==> src/hdl/rgdd_ram.sv <==
`timescale 1ns / 1ps
`default_nettype none
module rgdd_ram #(
  parameter int WIDTH = 8,
  parameter int DEPTH = 16
) (
  input  wire                     clk,
  input  wire                     we,
  input  wire [$clog2(DEPTH)-1:0] waddr,
  input  wire [WIDTH-1:0]         wdata,
  input  wire [$clog2(DEPTH)-1:0] raddr,
  output logic [WIDTH-1:0]        rdata
);
  logic [WIDTH-1:0] mem [DEPTH];

  always_ff @(posedge clk) begin
    if (we) begin
      mem[waddr] <= wdata;
    end
    rdata <= mem[raddr];
  end
endmodule
`default_nettype wire

==> config.mk <==
export PLATFORM = sky130hd
export DESIGN_NAME = rgdd_ram
export DESIGN_NICKNAME = d
export VERILOG_FILES = /design/src/hdl/rgdd_ram.sv
export SDC_FILE = /design/constraint.sdc
export NUM_CORES = 1
export LEC_CHECK = 0
export BUFFER_PORTS_ARGS = -buffer_cell sky130_fd_sc_hd__buf_4
export CAP_MARGIN = 20
export CORE_UTILIZATION = 56
export DETAILED_ROUTE_END_ITERATION = 10
export HOLD_SLACK_MARGIN = 0.05
export PLACE_DENSITY = 0.78
export SLEW_MARGIN = 20
export SYNTH_ARGS = -nofsm -noshare
export SYNTH_HDL_FRONTEND = slang
export SYNTH_SLANG_ARGS = --single-unit
==> constraint.sdc <==
create_clock -name clk -period 4.34 [get_ports clk]
set_input_delay 0.217 -clock clk [delete_from_list [all_inputs] [get_ports clk]]
set_output_delay 0.217 -clock clk [all_outputs]
set_load 0.05 [all_outputs]
Yosys cells after proc, flatten, opt, wreduce, memory -nomap -nowiden
Memories as Yosys holds them, arrays and structs flattened. A register that Yosys moved wholly into a read port is not among the register bits.
Index checks and enable logic that the tools add are counted.
Word-level totals
  output and inout bits: 8
  input bits: 18
  bits in registers: 0
  memories: 1
  bits in writable memories: 128
  word-level logic and storage cells: 3
Operators by class
  muxes and demuxes: 2
Memory list
  mem: depth 16, width 8, rd ports 1, clocked after Yosys merged registers in 1, write ports 1, RTL line 14  | logic [WIDTH-1:0] mem [DEPTH];
Operators by type and width (count)
  $mux W1: 2

Logic depth before layout (Yosys ltp)
  depth in word-level cells: 2
  gate-level depth with buffers: 5
  depth with buffers taken out: 3

Worst setup path after synthesis
Ideal clock, no wire load.
  path type: input-to-reg
  from: in waddr[2]
  to: mem mem[0][0] (enable)
  slack: 2.630 ns
  buffers on the path: 0
  stages: 2
  data required time: 3.957 ns
  setup time: 0.383 ns
  arrival: 1.327 ns
  cells stage by stage: or3b_2 -> nor3_1
RTL lines
  start: declaration: RTL line 9  | input wire [$clog2(DEPTH)-1:0] waddr,
  end: declaration: RTL line 14
No word-level cell before the write port.

==> summary.md <==
| Metric | Value |
|---|---|
| Final Critical Period | `1.408 ns` |
| Cells along the critical path | `mux4_1 -> a22oi_1 -> nand2_1` |
| Buffers and inverters on the worst path | `0` |
| Area inside the core boundary | `8806 µm²` |
| Final setup fails | `0` |
| Via count of the first global-routing pass | `2409` |
| Total global routing track utilization | `22.57%` |
| TritonCTS Sinks | `136` |
| Vias per Instance | `6.246` |
| Maximum VDD drop | `340.3 µV` |
| Avg WL per Cell | `24.73 µm` |
| Nets | `292` |
| Chip height | `97.88 µm` |
| Sequential-to-total area share from yosys stat | `77.78%` |
| Post-synth net total | `247` |
| RePlAce Congestion | `0.7337` |
| Starting utilization of the core area | `58.45%` |
| Share of final-layout standard cells stronger than drive strength 1 | `27.53%` |
| Failing checks | `DRC` |
| Global route total overflow | `0` |
| Post-synthesis register bit count | `136` |
| Critical Path RT | `4.73 ns` |
| Leading area contributor after synthesis | `edfxtp_1` |
| Min-delay worst type | `primary input to flop` |
| Worst relative slew slack | `31.78%` |
| Die area | `9580 µm²` |
| Launching element type of the critical path | `flop` |
| Leading cell types by total area after synthesis | `edfxtp_1 (75%), mux4_2 (7.9%), mux4_1 (7.1%)` |
| Most frequent cells in the layout | `edfxtp_1 (128), buf_4 (28), mux4_2 (18), a22oi_1 (16), clkbuf_16 (16)` |
| Number of buffers added for setup after CTS | `0` |
| Count of mapped cells out of synthesis | `229` |
| WS Path Type | `flop to flop` |
| Synth cell types | `19` |
| Filler cell count | `501` |
| Met1 Resource Use GR | `31.55%` |
| Total cell area at the placement stage | `5411 µm²` |
| Most common cell after layout, fill and taps aside | `edfxtp_1` |
| GR peak layer | `met2` |
| Worst setup skew after layout | `0.008697 ns` |
| Crit-path max cell delay | `0.53 ns` |
| Final total negative setup slack | `0 ns` |
| Crit Path Max Fanout | `1` |
| Wire length of the first global-routing pass | `14.86 mm` |
| Register area | `4004 µm²` |
| DRT Pass-1 Iters | `8` |
| Met3 track demand over resource in global routing | `5.512%` |
| Detailed Place HPWL | `5.411 mm` |
| Slew Viols, Final | `0` |
| Syn-to-layout area delta | `19.66%` |
| Endpoints failing hold | `0` |
| Std cell rows | `34` |
| Cell family with most CP delay | `multiplexers` |
| Multi-input combinational cell area | `1062 µm²` |
| Leakage power total | `2.086 nW` |
| Type of element capturing the critical path | `flop` |
| Drt drc | `2` |
| Skew-Pair Late Insertion Delay | `0.51 ns` |
| Top-level port count | `26` |
| Total power per unit cell area | `527.9 nW/µm²` |
| Setup repair after global routing missed its margin | `false` |
| Routed Antenna Nets | `0` |
| Final WL | `9.767 mm` |
| Number of clock buffers inserted by TritonCTS | `17` |
| Number of antenna violations at the first check in global routing | `0` |
| Clock transition at the registers of the reported paths | `0.06 ns` |
| Cell with the largest stage delay on the worst path | `mux4_1` |
| Status | `complete, but fails checks` |
| CTS Hold Buffers Added | `8` |
| Maximum count of clock buffers along a single path | `2` |
| Met2 Track Usage GR | `35.05%` |
| Total non-filler cell area in the finished layout | `6160 µm²` |
| Via Count | `2467` |
| Count of yosys warnings during synthesis | `0` |
| CTS H-Tree Depth | `4` |
| Clock tree from TritonCTS | `built` |
| Number of maximum-capacitance violations | `0` |
| WP data arrival | `1.79 ns` |
| Synthesized cell area | `5147 µm²` |
| Number of buffer cells added on primary ports | `25` |
| # resized after CTS | `0` |
| Yosys top cell area share | `74.67%` |
| Post-synthesis area per instance | `22.48 µm²` |
| Width of the chip | `97.88 µm` |
| Detailed Route Iter0 Violations | `245` |
| Total design power | `3.252 mW` |
| Post-route clock period utilization | `32.44%` |
| Pin count of the biggest net entering global routing | `33` |
| Slew at the pin closest to its max-slew limit | `1.019 ns` |
| Maximum clock frequency | `0.7102 GHz` |
| Root Buffer | `clkbuf_8` |
| Number of diodes | `0` |
kinds of logic after synthesis:
group / Yosys count / share of synthesized area, %
simple gates: 35 / 3.184
buf+inv: 10 / 1.677
mux: 32 / 15.02
compound gates: 16 / 2.334
flops: 136 / 77.78
worst reg2reg max path, stage by stage, from the launching register on:
cell and delay [ns]:
edfxtp_1 0.35, mux4_1 0.53, a22oi_1 0.30, nand2_1 0.12
stage by stage:
stage	worst slack [ns]	cells	hold WS [ns]	utilization [%]
final	2.932	395	0.1449	69.95
after global routing	2.874	395	0.1447	69.95
after CTS	2.910	395	0.1204	69.95
after detailed placement	2.428	355	0.5323	61.45
after global placement	2.177	355	0.5149	61.40
after floorplan	2.630	229	0.3159	-
per-layer routing:
metal,up-vias,routed length (µm)
li1,1064,-
met1,1245,3970
met2,144,4849
met3,14,831
met4,0,115
met5,-,0
final timing paths:
check	start	end	depth (start not counted)	slack, ns
setup / recovery	mem[1][1]	rdata[1]	3	2.93
hold / removal	waddr[1]	mem[0][6]	2	0.14
setup reg to reg	mem[1][1]	rdata[1]	3	2.93
hold reg to reg	mem[14][7]	rdata[7]	3	0.67
synth_stat cells, drive strengths merged:
cell,n
edfxtp,128
mux4,32
a22oi,16
nor2,13
nand2,9
dfxtp,8
buf,7
nor3,4
clkdlybuf4s25,3
nand2b,2
nand3b,2
and2,1
and2b,1
nand3,1
nor2b,1
or3b,1
power breakdown:
| part | leakage, nW | switching [mW] | internal, mW | total [mW] |
|---|---|---|---|---|
| logic | 0.541 | 0.105 | 0.0671 | 0.172 |
| registers | 1.22 | 0.00804 | 1.47 | 1.48 |
| clock network | 0.321 | 0.523 | 1.08 | 1.60 |
| total | 2.09 | 0.637 | 2.62 | 3.25 |
layout make-up:
| class | instances | share of cell area (%) |
|---|---|---|
| flip-flops and latches | 136 | 65.00 |
| multi-input cells | 83 | 17.25 |
| clock buffers | 20 | 7.231 |
| repair buffers | 36 | 4.713 |
| clock inverters | 12 | 3.616 |
| well taps | 108 | 2.194 |
flip-flops by register name (all words and copies together), names as in the netlist:
register  flops
mem         128
rdata         8
Power figures use the tool's default switching activity.
